$ cat src/ugb_pkg.sv
// ----------------------------------------------------------------------------
// ugb_pkg
// Shared constants and types of the undirected graph search engine.
// ----------------------------------------------------------------------------
`timescale 1ns / 1ps

package ugb_pkg;

  localparam int NumVert = 64;
  localparam int VidW    = 6;
  localparam int DistW   = 7;

  localparam logic [1:0] FuncAdd    = 2'd0;
  localparam logic [1:0] FuncQuery  = 2'd1;
  localparam logic [1:0] FuncSearch = 2'd2;
  localparam logic [1:0] FuncRsvd   = 2'd3;

  localparam logic [1:0] StatusOk      = 2'd0;
  localparam logic [1:0] StatusInvalid = 2'd1;
  localparam logic [1:0] StatusNoPath  = 2'd2;

  localparam logic [DistW-1:0] DistNone = 7'h7f;

  // Per-vertex search record: distance, next hop and its valid flag.
  typedef struct packed {
    logic [DistW-1:0] level;
    logic [VidW-1:0]  hop;
    logic             hop_ok;
  } vrec_t;

endpackage

$ cat src/ugb_vrec_ram.sv
// ----------------------------------------------------------------------------
// ugb_vrec_ram
// Per-vertex search record store, one write and one registered read port.
// ----------------------------------------------------------------------------
`timescale 1ns / 1ps

module ugb_vrec_ram import ugb_pkg::*; (
  input  logic            clk_i,
  input  logic            we_i,
  input  logic [VidW-1:0] waddr_i,
  input  vrec_t           wdata_i,
  input  logic [VidW-1:0] raddr_i,
  output vrec_t           rdata_o
);

  vrec_t mem [NumVert];

  always_ff @(posedge clk_i) begin
    if (we_i) begin
      mem[waddr_i] <= wdata_i;
    end
    rdata_o <= mem[raddr_i];
  end

endmodule

$ cat config.mk
export PLATFORM = sky130hd
export DESIGN_NAME = ugb_vrec_ram
export DESIGN_NICKNAME = d
export VERILOG_FILES = /design/src/ugb_pkg.sv /design/src/ugb_vrec_ram.sv
export SDC_FILE = /design/constraint.sdc
export NUM_CORES = 1
export LEC_CHECK = 0
export BUFFER_PORTS_ARGS = -buffer_cell sky130_fd_sc_hd__buf_2
export CAP_MARGIN = 20
export CORE_AREA = 2 2 273 329
export CTS_BUF_LIST = sky130_fd_sc_hd__clkbuf_8
export DETAILED_ROUTE_END_ITERATION = 16
export DIE_AREA = 0 0 275 331
export HOLD_SLACK_MARGIN = 0.1
export PLACE_DENSITY = 0.5
export SYNTH_ARGS = -nofsm -noshare
export SYNTH_HDL_FRONTEND = slang
export SYNTH_SLANG_ARGS = --single-unit
$ cat constraint.sdc
create_clock -name clk_i -period 3.9 [get_ports clk_i]
set_input_delay 0.39 -clock clk_i [delete_from_list [all_inputs] [get_ports clk_i]]
set_output_delay 0.39 -clock clk_i [all_outputs]
set_load 0.02 [all_outputs]
After elaboration in Yosys (flattened, before gate mapping):

Memory sizes are Yosys's and may differ from the RTL's. A register that Yosys moved wholly into a read port is not among the register bits.
Cells that the tools add are included.

* multiplexer cells: 2

Operator list (count)
* $mux 1: 2

* bits in registers: 0
* bits in writable memories: 896
* input bits: 28
* logic and storage cells: 3
* memories: 1

Memory list
* mem: words 64, width 14, rd ports 1, clocked after memory_dff 1, write ports 1, RTL line ugb_vrec_ram.sv:16 `vrec_t mem [NumVert];`

Depth between registers and ports, before layout:

* word-level depth: 2
* mapped depth: 9
* gate-level depth less buffers: 5

Least setup slack after synthesis:

Ideal clock, no wire load.

* path kind: input -> register
* from: input port waddr_i[3]
* to: memory mem[48][0] (netlist bit) (enable)
* setup time: 0.403 ns
* arrival: 1.881 ns
* slack: 1.616 ns
* stages: 4
* cells stage by stage: clkbuf_1 nor2b_1 nand4b_1 nor3_1

RTL lines
* from (decl): RTL line ugb_vrec_ram.sv:10 `input logic [VidW-1:0] waddr_i,`
* to (decl): RTL line ugb_vrec_ram.sv:16

Straight into the memory's write port.

==> metrics.md <==
| Metric | Value |
|---|---|
| Status | `completed` |
| Final cell count without fillers | `slightly above 3000` |
| #FFs+latches synth | `910` |
| Final Hold Fails | `0` |
| Final Util | `roughly 45%` |
| Layout area overhead | `13.9%` |
| Layout fillers | `between 7000 and 8000` |
| Max-Cap Viols | `0` |
| Commonest non-fill, non-tap cell in the layout | `edfxtp_1` |
| Slew @ Worst Pin | `1.17 ns` |
| Yosys warns | `0` |
| Worst R2R Path Depth | `6` |
| Pre-Repair DR Iteration Count | `7` |
| Slowest-stage cell, CP | `o21ai_0` |
| CP Max Fanout | `31` |
| Relative slew slack | `21.8%` |
| DRC Markers | `0` |
| Final setup vio count | `0` |
| Crit path depth | `9` |
| Ys async rst share | `0%` |
| Kind of cell adding the most delay to the critical path | `buffers and inverters` |
| Worst r2r dst | `rdata_o[2]` |
| Internal Power | `14.9 mW` |
| Buffer and inverter count on the worst path | `4` |
| Combinational share of power | `under 10%` |
| CTS Root Cell | `clkbuf_8` |
| Net Sw Frac | `22.9%` |
| CORE AREA | `about 90000 µm²` |
| Power, Total | `between 15 and 20 mW` |
| Clk pwr share | `38.0%` |
| Pin count of the biggest net entering global routing | `between 60 and 70` |
| Seq/Total Area, Yosys | `a little under 80%` |
| TritonCTS clock tree | `built` |
| Syn Std Cell Area | `about 35000 µm²` |
| Syn Nets | `1599` |
| Critical path startpoint | `raddr_i[0]` |
| Most frequent CP cell | `buf_4` |
| P per Cell Area | `485 nW/µm²` |
| Ports | `42` |
| DP Cell Count | `between 2000 and 3000` |
| Number of global-route vias before repair | `between 15000 and 20000` |
| Commonest non-fill, non-tap cells in the layout | `896 x edfxtp_1, 224 x mux4_2, 151 x clkbuf_8` |
| Clock latency on the worst-skew pair | `0.81 ns` |
| Die area | `between 90000 and 100000 µm²` |
| Fmax | `roughly 0.41 GHz` |
| Vias per inst | `between 5 and 6` |
| Worst r2r src | `mem[11][2]` |
| Tmin final | `about 2.4 ns` |
| Slew Viols, Final | `0` |
| Syn_area_per_cell | `between 20 and 25 µm²` |
| Die width | `roughly 280 µm` |
| R2r setup slk | `approximately 1.7 ns` |
| CP endpoint | `rdata_o[2]` |
| Nets | `around 1800` |
| Sw power | `about 4.4 mW` |
| Period utilization | `62.5%` |
| Placer Congestion | `between 0.8 and 0.9` |
| Initial Utilization | `between 30% and 40%` |
| Routed WL | `slightly above 90 mm` |
| Num rows | `approximately 120` |
| LEAKAGE | `about 13 nW` |
| Required time at the worst-slack endpoint | `between 4 and 5 ns` |
| Sinks on Clock Net | `910` |
| CTS Buf Count | `~150` |
| Worst-case clock buffer depth | `3` |
| Post-Syn Instances | `about 1600` |
| Worst setup path category | `in -> reg` |
| Critical-path cell list | `buf_8, buf_12, buf_4, mux4_2, nor2_1, a311oi_1, buf_4, o21ai_0, o31ai_1` |
| CP Launch Type | `input port` |
| Final clock skew | `around 0.038 ns` |
| Total track usage | `between 20% and 30%` |
| Hold Path Class | `in -> reg` |
| RSZ-0062 raised after global routing | `false` |
| Antenna Nets Post-Route | `0` |
| Avg WL per Cell | `between 30 and 40 µm` |
| Overflow after GRT | `0` |
| Max VDD drop | `~330 µV` |
| Clock transition at path regs | `~0.06 ns` |
| Crit. End Element | `flip-flop` |
| Via count | `between 15000 and 20000` |
| Post-synth cell types | `35` |
| CP Data Arrival Time | `~3 ns` |
| Synth Flop Type | `edfxtp_1` |
| Initial antenna violation count | `9` |
| First-pass GRT wire length | `approximately 130 mm` |
| Sequential share of power | `56.4%` |
| Cts repair resizes | `0` |
| CTS HTree Levels | `4` |
| Dpl hpwl | `~57 mm` |
| DR iter-0 viols | `between 1500 and 2000` |
| Crit-path max cell delay | `about 0.54 ns` |
| Setup_tns | `0 ns` |
| Die Ht | `between 300 and 400 µm` |
| Share of layout cells above drive strength 1 | `roughly 31%` |
| Buffers added on ports | `41` |
| Post-synth EDFFs | `~900` |
-- flip-flops by register name (all words and copies together) (netlist names) --
register and count:
mem 896, rdata_o 14
-- power by group through the flow --
stage | Clock [mW] | Sequential [mW] | Combinational [mW]
2_1_floorplan | 0 | 11.1 | 0.548
3_3_place_gp | 0 | 11.1 | 1.08
3_5_place_dp | 0 | 11.1 | 1.09
4_1_cts | 7.53 | 10.9 | 1.10
5_1_grt | 7.92 | 10.9 | 1.14
6_report | 7.33 | 10.9 | 1.07
-- cell families (layout without fill, tap and decap cells) --
group | Yosys count | count (layout) | synth area share [%]
simple gates | 181 | 181 | 2.38
other cells | 0 | 7 | 0
compound gates | 126 | 126 | 2.46
buf+inv | 90 | 429 | 1.53
mux | 264 | 264 | 15.7
flops | 910 | 910 | 77.9
-- metrics by stage --
| stage | worst slack [ns] | hold WS, ns | area, µm² |
|---|---|---|---|
| CTS | 1.50 | 0.120 | 39700 |
| floorplan | 1.62 | 0.489 | 34900 |
| global route | 1.38 | 0.157 | 39700 |
| detailed placement | 0.612 | 0.593 | 37100 |
| global placement | 0.627 | 0.591 | 37100 |
| finish | 1.46 | 0.189 | 39700 |
-- cell type report --
class / instances / area, µm² / share of cell area [%]
diodes: 7 / 17.5 / 0.0441
clock buffers: 151 / 2080 / 5.23
clock inverters: 103 / 482 / 1.21
multi-input cells: 571 / 7170 / 18.1
flip-flops and latches: 910 / 27200 / 68.4
well taps: 1149 / 1440 / 3.62
repair buffers: 175 / 1350 / 3.40
-- worst register-to-register path: cells and delay by family, from the launching register on --
kind                   cells  cell delay (ns)
flip-flops                 1             0.37
AO/OA/AOI/OAI              3             0.90
AND/OR/NAND/NOR            1             0.09
multiplexers               1             0.47
buffers and inverters      1             0.21
-- routing by layer --
metal | global-route usage (%) | vias up | wire, µm
li1 | - | 7105 | -
met1 | 27.3 | 9217 | 37900
met2 | 35.1 | 526 | 47000
met3 | 4.07 | 161 | 4930
met4 | 7.44 | 6 | 2870
met5 | 0 | - | 37
-- cells in the mapped netlist, types with 2 or more instances --
master	instances	area share [%]
edfxtp_1	896	77
mux4_2	224	14
nor2_1	84	0.90
nand2_1	34	0.37
clkbuf_1	29	0.31
buf_2	28	0.40
o21ai_0	22	0.32
mux2i_1	21	0.60
nand2b_1	21	0.38
a211oi_1	20	0.43
mux2_2	19	0.61
nor2b_1	19	0.34
o221ai_1	17	0.43
a21oi_1	16	0.23
buf_4	15	0.32
buf_6	14	0.45
dfxtp_1	14	0.80
o22ai_1	13	0.23
o31ai_1	10	0.22
a311oi_1	8	0.20
a31oi_1	8	0.14
nor3_1	7	0.10
nand3_1	5	0.072
nand4_1	5	0.090
buf_1	4	0.043
a221o_1	3	0.086
a22o_1	3	0.075
o21ai_1	3	0.043
nand3b_1	2	0.043
o211ai_1	2	0.043
-- worst min path at each step --
| stage | start | end | cells after the start |
|---|---|---|---|
| after floorplan | wdata_i[0] | mem[0][0] | 0 |
| after global placement | wdata_i[5] | mem[60][5] | 1 |
| after detailed placement | wdata_i[5] | mem[60][5] | 1 |
| after CTS | wdata_i[10] | mem[20][10] | 1 |
| after global routing | waddr_i[2] | mem[48][8] | 2 |
| final | wdata_i[3] | mem[37][3] | 1 |
-- what timing repair did --
action,CTS,global route
hold buffers,5,0
hold endpoints to repair,58,0
setup buffers,0,0
(Power assumes the default switching activity.)
