## config.mk

```make
export PLATFORM = sky130hd
export DESIGN_NAME = ugb_adj_ram
export DESIGN_NICKNAME = d
export VERILOG_FILES = /design/src/ugb_pkg.sv /design/src/ugb_adj_ram.sv
export SDC_FILE = /design/constraint.sdc
export NUM_CORES = 2
export LEC_CHECK = 0
export BUFFER_PORTS_ARGS = -buffer_cell sky130_fd_sc_hd__buf_2
export CORE_UTILIZATION = 40
export CTS_BUF_LIST = sky130_fd_sc_hd__clkbuf_4 sky130_fd_sc_hd__clkbuf_8 sky130_fd_sc_hd__clkbuf_16
export CTS_CLUSTER_DIAMETER = 40
export DETAILED_ROUTE_END_ITERATION = 8
export GPL_ROUTABILITY_DRIVEN = 0
export GPL_TIMING_DRIVEN = 0
export HOLD_SLACK_MARGIN = 0.02
export PLACE_DENSITY_LB_ADDON = 0.08
export SLEW_MARGIN = 20
export SYNTH_ARGS = -nofsm -noshare
export SYNTH_HDL_FRONTEND = slang
export SYNTH_SLANG_ARGS = --single-unit
```

## constraint.sdc

```tcl
create_clock -name clk_i -period 2.2 [get_ports clk_i]
set_input_delay 0.22 -clock clk_i [delete_from_list [all_inputs] [get_ports clk_i]]
set_output_delay 0.22 -clock clk_i [all_outputs]
set_load 0.05 [all_outputs]
```

## src/ugb_pkg.sv

```systemverilog
// ----------------------------------------------------------------------------
// ugb_pkg
// Shared constants and types of the undirected graph search engine.
// ----------------------------------------------------------------------------
`timescale 1ns / 1ps

package ugb_pkg;

  localparam int NumVert = 64;
  localparam int VidW    = 6;
  localparam int DistW   = 7;

  localparam logic [1:0] FuncAdd    = 2'd0;
  localparam logic [1:0] FuncQuery  = 2'd1;
  localparam logic [1:0] FuncSearch = 2'd2;
  localparam logic [1:0] FuncRsvd   = 2'd3;

  localparam logic [1:0] StatusOk      = 2'd0;
  localparam logic [1:0] StatusInvalid = 2'd1;
  localparam logic [1:0] StatusNoPath  = 2'd2;

  localparam logic [DistW-1:0] DistNone = 7'h7f;

  // Per-vertex search record: distance, next hop and its valid flag.
  typedef struct packed {
    logic [DistW-1:0] level;
    logic [VidW-1:0]  hop;
    logic             hop_ok;
  } vrec_t;

endpackage

```

## src/ugb_adj_ram.sv

```systemverilog
// ----------------------------------------------------------------------------
// ugb_adj_ram
// Adjacency matrix with one row per vertex, one read port and one write
// port, plus a per-row written flag kept in flip-flops.
// ----------------------------------------------------------------------------
`timescale 1ns / 1ps

module ugb_adj_ram import ugb_pkg::*; (
  input  logic                clk_i,
  input  logic                rst_ni,
  input  logic [VidW-1:0]     ra_addr_i,
  output logic [NumVert-1:0]  ra_data_o,
  input  logic                we_i,
  input  logic [VidW-1:0]     wa_addr_i,
  input  logic [NumVert-1:0]  wa_data_i,
  output logic [NumVert-1:0]  row_used_o
);

  logic [NumVert-1:0] mem [NumVert];
  logic [NumVert-1:0] used_q;

  // Rows read as zero until first written, tracked by a valid bit per row.
  always_ff @(posedge clk_i) begin
    if (we_i) begin
      mem[wa_addr_i] <= wa_data_i;
    end
    ra_data_o <= used_q[ra_addr_i] ? mem[ra_addr_i] : '0;
  end

  always_ff @(posedge clk_i or negedge rst_ni) begin
    if (!rst_ni) begin
      used_q <= '0;
    end else if (we_i) begin
      used_q[wa_addr_i] <= 1'b1;
    end
  end

  assign row_used_o = used_q;

endmodule

```

* Word-level counts from Yosys, hierarchy flattened
Memories as Yosys holds them, arrays and structs flattened. A register that Yosys moved wholly into a read port is not among the register bits. Cells that the tools add are included. W data, S select, Z words.
Storage, ports and cells: bits in registers 64, RAM bits 4096, input bits 79, output and inout port bits 128, word-level logic and storage cells 14, memories 1
Operators by class: magnitude comparators 3, muxes and demuxes 6, bitwise gates (word level) 1, reductions and logical operators 2
Memory list:
- mem | words 64, bits a word 64, rd ports 1, clocked after Yosys merged registers in 1, wr ports 1, line ugb_adj_ram.sv:19 | logic [NumVert-1:0] mem [NumVert];
Operator list (count):
- $or A64 B64 Y64 | 1
- $lt A6 B7 Y1 const B | 2
- $bmux W1 S6 | 1
- $demux W1 S6 | 1
- $ge A6 B1 Y1 const B | 1
- $mux W1 | 4
- $logic_and A1 B1 Y1 | 1
- $logic_not A1 Y1 | 1

* Longest topological paths before layout
word-level depth 5, gate-level depth with buffers 11, depth with buffers taken out 5

* Worst setup path after synthesis
No wires, ideal clock.
kind input to register, from input port wa_addr_i[3], to register used_q[48] (netlist: row_used_o[48]), library setup time 0.092 ns, arrival time 5.756 ns, data required time 2.108 ns, slack -3.648 ns, cell stages on the path 5, buffers on the path 1, path through clkbuf_1 > nand4b_1 > or2_2 > nor3_1 > or2_2
On the way: word-level cells in the longest chain between the ends 5, elaborated cells on any way between the ends 6, those cells by class order compare: 2; mux: 2; bitwise: 1; reduce/logical: 1
Ends and longest elaborated chain:
- from (decl) | line ugb_adj_ram.sv:14 | input logic [VidW-1:0] wa_addr_i,
- $lt A6 B7 Y1 (not written as such) or $ge A6 B1 Y1 (tied branches) | line ugb_adj_ram.sv:34 | used_q[wa_addr_i] <= 1'b1;
- $logic_and A1 B1 Y1 (not written as such) | line ugb_adj_ram.sv:34
- $mux W1 (not written as such) | line ugb_adj_ram.sv:34
- $demux W1 S6 * | line ugb_adj_ram.sv:34
- $or A64 B64 Y64 (no line) *
- to (signal assigned) | line ugb_adj_ram.sv:32 | used_q <= '0;
- to (signal, indexed assignment) | line ugb_adj_ram.sv:34
- to (decl) | line ugb_adj_ram.sv:20 | logic [NumVert-1:0] used_q;
Mark *: on every way between the ends. The rest lies on a longest branch, timed or not. A chain may end at the register's enable or synchronous reset.

* Final worst setup path
from register used_q[27] (netlist: row_used_o[27]), to register ra_data_o[19], read port of mem
On the way: word-level cells in the longest chain between the ends 3
Ends and longest elaborated chain:
- $bmux W1 S6 | line ugb_adj_ram.sv:27 | ra_data_o <= used_q[ra_addr_i] ? mem[ra_addr_i] : '0;
- $mux W1 (not written as such) | line ugb_adj_ram.sv:27
- $logic_not A1 Y1 (no line)
- to (decl) | line ugb_adj_ram.sv:12 | output logic [NumVert-1:0] ra_data_o,
No other way between the ends. The select of a mux whose other input is x is not followed.

==> impl_metrics.py <==
metrics = {
    "global_routing": {
        "grt_start_max_net_pins": 65,
        "grt_pass1_vias": 86254,
        "track_usage": 0.285,
        "use_met1": 0.397,
        "grt_first_pass_wirelength_um": 773000,
        "top_usage_layer": "met2",
        "use_met3": 0.0481,
        "use_met2": 0.450,
        "antenna_found_initial": 64,
        "grt_overflow_total": 0,
    },
    "critical_path": {
        "crit_required_ps": 3100,
        "cp-end-kind": "flip-flop",
        "criticalPathCategory": "reg2reg",
        "reg2regPathDepth": 9,
        "reg2reg_slack_ps": -620,
        "cp.arrival_ps": 3710,
        "start_kind": "flip-flop",
        "rr_endpoint": "ra_data_o[19]",
        "r2r_start": "row_used_o[27]",
        "path_max_fanout": 7,
    },
    "route": {
        "dr_total_vias": 87036,
        "drc": 0,
        "firstDrtPassIters": 6,
        "first_iter_violations": 11907,
        "ant_nets": 0,
        "viasPerCell": 6.04,
        "drt-total-wl_um": 584000,
        "wl_per_cell_um": 40.5,
    },
    "floorplan": {
        "pin_count": 207,
        "fp.dieH_um": 636,
        "start_util": 0.402,
        "core_area_mm2": 0.400,
        "die_x_um": 636,
        "row_count": 232,
        "die_area_mm2": 0.404,
    },
    "power": {
        "p_sw_mw": 46.9,
        "internal-power_mw": 155,
        "share_comb_of_total_power": 0.068,
        "power.leakage_nw": 66.2,
        "clkPwrFrac": 0.489,
        "switching_share": 0.232,
        "seq_power_share": 0.443,
        "power_density_mw_per_mm2": 1010,
        "total_power_mw": 202,
        "peakVddDrop_v": 0.000759,
    },
    "logic_synthesis": {
        "avgSynthCellArea_um2": 21.8,
        "synthesis.nets": 7438,
        "ys_seq_area_frac": 0.783,
        "yosys_warnings": 0,
        "synthArstFlopShare": 0.0152,
        "synth.top_cell.area_share": 0.765,
        "yosysMostFrequentCell": "edfxtp_1",
        "netlist_area_mm2": 0.161,
        "ys_ff_latch": 4224,
        "syn_inst": 7359,
        "synthDistinctLibCells": 60,
        "yosysTopAreaCell": "edfxtp_1",
        "synth_commonest_cells": "edfxtp_1, mux4_2, mux2i_1",
        "synth_area_leaders": "edfxtp_1, mux4_2, mux2i_1",
        "synth_top_flop_cell": "edfxtp_1",
        "synth_edf_count": 4096,
    },
    "placement": {
        "io_buffers": 199,
        "post-dp-hpwl_um": 402000,
    },
    "sta": {
        "worst_slew_pin_slew_ps": 1230,
        "clock.fmax_mhz": 355,
        "slew_headroom": 0.182,
        "hold_viol": 0,
        "finalCritPeriodShare": 1.28,
        "layout_setup_ws_ps": -617,
        "hold_ws_ps": 9.74,
        "rsz0062_at_grt": "yes",
        "min_period_ps": 2820,
        "skew_ps": 40.6,
        "slew_violations": 0,
        "setup_viol": 64,
    },
    "clock_tree": {
        "clk_latency_ps": 1070,
        "cts_sinks": 4224,
        "clkSlewWorstSetupHoldPaths_ps": 50,
        "clockBufferDepth": 4,
        "clockRootBuffer": "clkbuf_16",
        "cts_tree": "done",
        "cts_made_buffers": 596,
        "htree_levels": 6,
    },
    "min_path": {
        "hp-start": "wa_addr_i[1]",
        "min_path_type": "in2reg",
        "whs_path_depth": 4,
        "hold-path-endpoint": "mem[13][30]",
    },
    "run_status": {
        "status": "complete, but fails checks",
        "violations": "setup timing",
    },
    "flow_run": {
        "cap_violations": 0,
    },
    "finish": {
        "fillers": 32001,
        "final_layout_size_suffix_gt1_frac": 0.349,
        "synthToLayoutAreaGrowth_pct": 24.9,
        "final_nets": 8715,
    },
}
[flip-flops by register name, indices dropped and copies added, names as in the netlist]
signal	flops
mem	4096
row_used_o	64
ra_data_o	64
[placed cells by master, fill, tap and decap left out, types with 63 or more instances in the layout]
master | synthesis | layout
dfxtp_1 | 64 | 64
buf_16 | 0 | 134
mux4_2 | 843 | 847
a21oi_1 | 89 | 65
clkbuf_16 | 0 | 611
clkinvlp_4 | 0 | 63
mux2_2 | 87 | 87
clkbuf_2 | 0 | 86
dlygate4sd3_1 | 1 | 90
buf_2 | 108 | 183
nand3_1 | 83 | 79
clkinv_2 | 0 | 82
or2_2 | 68 | 67
clkbuf_4 | 1 | 97
a22oi_1 | 118 | 111
buf_4 | 76 | 202
buf_6 | 19 | 71
dfrtp_1 | 64 | 64
clkinv_1 | 0 | 67
nor2_4 | 0 | 65
nand2_1 | 191 | 184
bufinv_16 | 0 | 81
mux2i_1 | 458 | 455
o22ai_1 | 148 | 148
edfxtp_1 | 4096 | 4096
buf_12 | 1 | 204
[per-layer routing]
metal / part of all wire / vias up
li1: - / 33848
met2: 0.47 / 4536
met3: 0.080 / 918
met1: 0.41 / 47718
met5: 0.00016 / -
met4: 0.044 / 16
[kinds of logic (layout without fill, tap and decap cells)]
kind of cell | after synthesis | count (layout) | share of synthesized area
multiplexers | 1401 | 1401 | 0.155
flip-flops | 4224 | 4224 | 0.783
buffers and inverters | 426 | 2198 | 0.0137
AO/OA/AOI/OAI | 714 | 714 | 0.0304
other | 0 | 18 | 0
AND/OR/NAND/NOR | 594 | 594 | 0.0178
[how the worst max path moves through the flow]
stage	from	end	slack, ps
after floorplan	wa_addr_i[3]	mem[48][0]	-670
after global placement	ra_addr_i[2]	ra_data_o[45]	-4080
after detailed placement	ra_addr_i[1]	ra_data_o[27]	-3150
after CTS	row_used_o[35]	ra_data_o[14]	-500
after global routing	row_used_o[30]	ra_data_o[19]	-540
final	row_used_o[27]	ra_data_o[19]	-620
[stage by stage]
step | TNS (ps) | cells | setup slack, ps | util | instance area [um2]
finish | -28240 | 14414 | -617 | 0.502 | 201000
global route | -27360 | 14403 | -538 | 0.502 | 201000
CTS | -93780 | 14354 | -505 | 0.500 | 200000
detailed placement | -1242150 | 13166 | -3150 | 0.442 | 177000
global placement | -9451200 | 12823 | -4080 | 0.423 | 169000
floorplan | -1215630 | 7359 | -670 | - | 161000
[power groups by stage]
stage | clock network (mW) | registers [mW] | logic, mW
finish | 98.7 | 89.6 | 13.7
global route | 103 | 89.6 | 14.1
floorplan | 0 | 92.5 | 4.82
CTS | 99.7 | 89.6 | 13.3
global placement | 0 | 91.2 | 12.2
detailed placement | 0 | 91.2 | 12.6
[final cells by class]
type,count,area (um2),share of cell area
timing repair buffer,684,10300,0.0515
clock inverter,406,4760,0.0237
multi-input combinational,2709,34100,0.170
buffer,416,3080,0.0154
clock buffer,687,15800,0.0789
inverter,5,22.5,0.000112
antenna,18,45.0,0.000224
tap,5265,6590,0.0328
sequential,4224,126000,0.627
[worst max-delay path, cell delays in order, from the launching register on]
cell and delay [ps]:
dfrtp_1 360, mux4_2 380, a22oi_2 130, a21oi_4 380, nor4_4 80, buf_6 150
buf_12 150, buf_12 150, buf_12 160, nor4_4 640
[timing repair]
| action | CTS | global route |
|---|---|---|
| pin swaps | 19 | 18 |
| hold buffers | 82 | 11 |
| gates resized for setup | 404 | 106 |
| cloned | 0 | 3 |
| setup endpoints to repair | 77 | 723 |
| hold endpoints to repair | 4138 | 207 |
| buffers inserted | 21 | 30 |
Power figures use the tool's default switching activity.
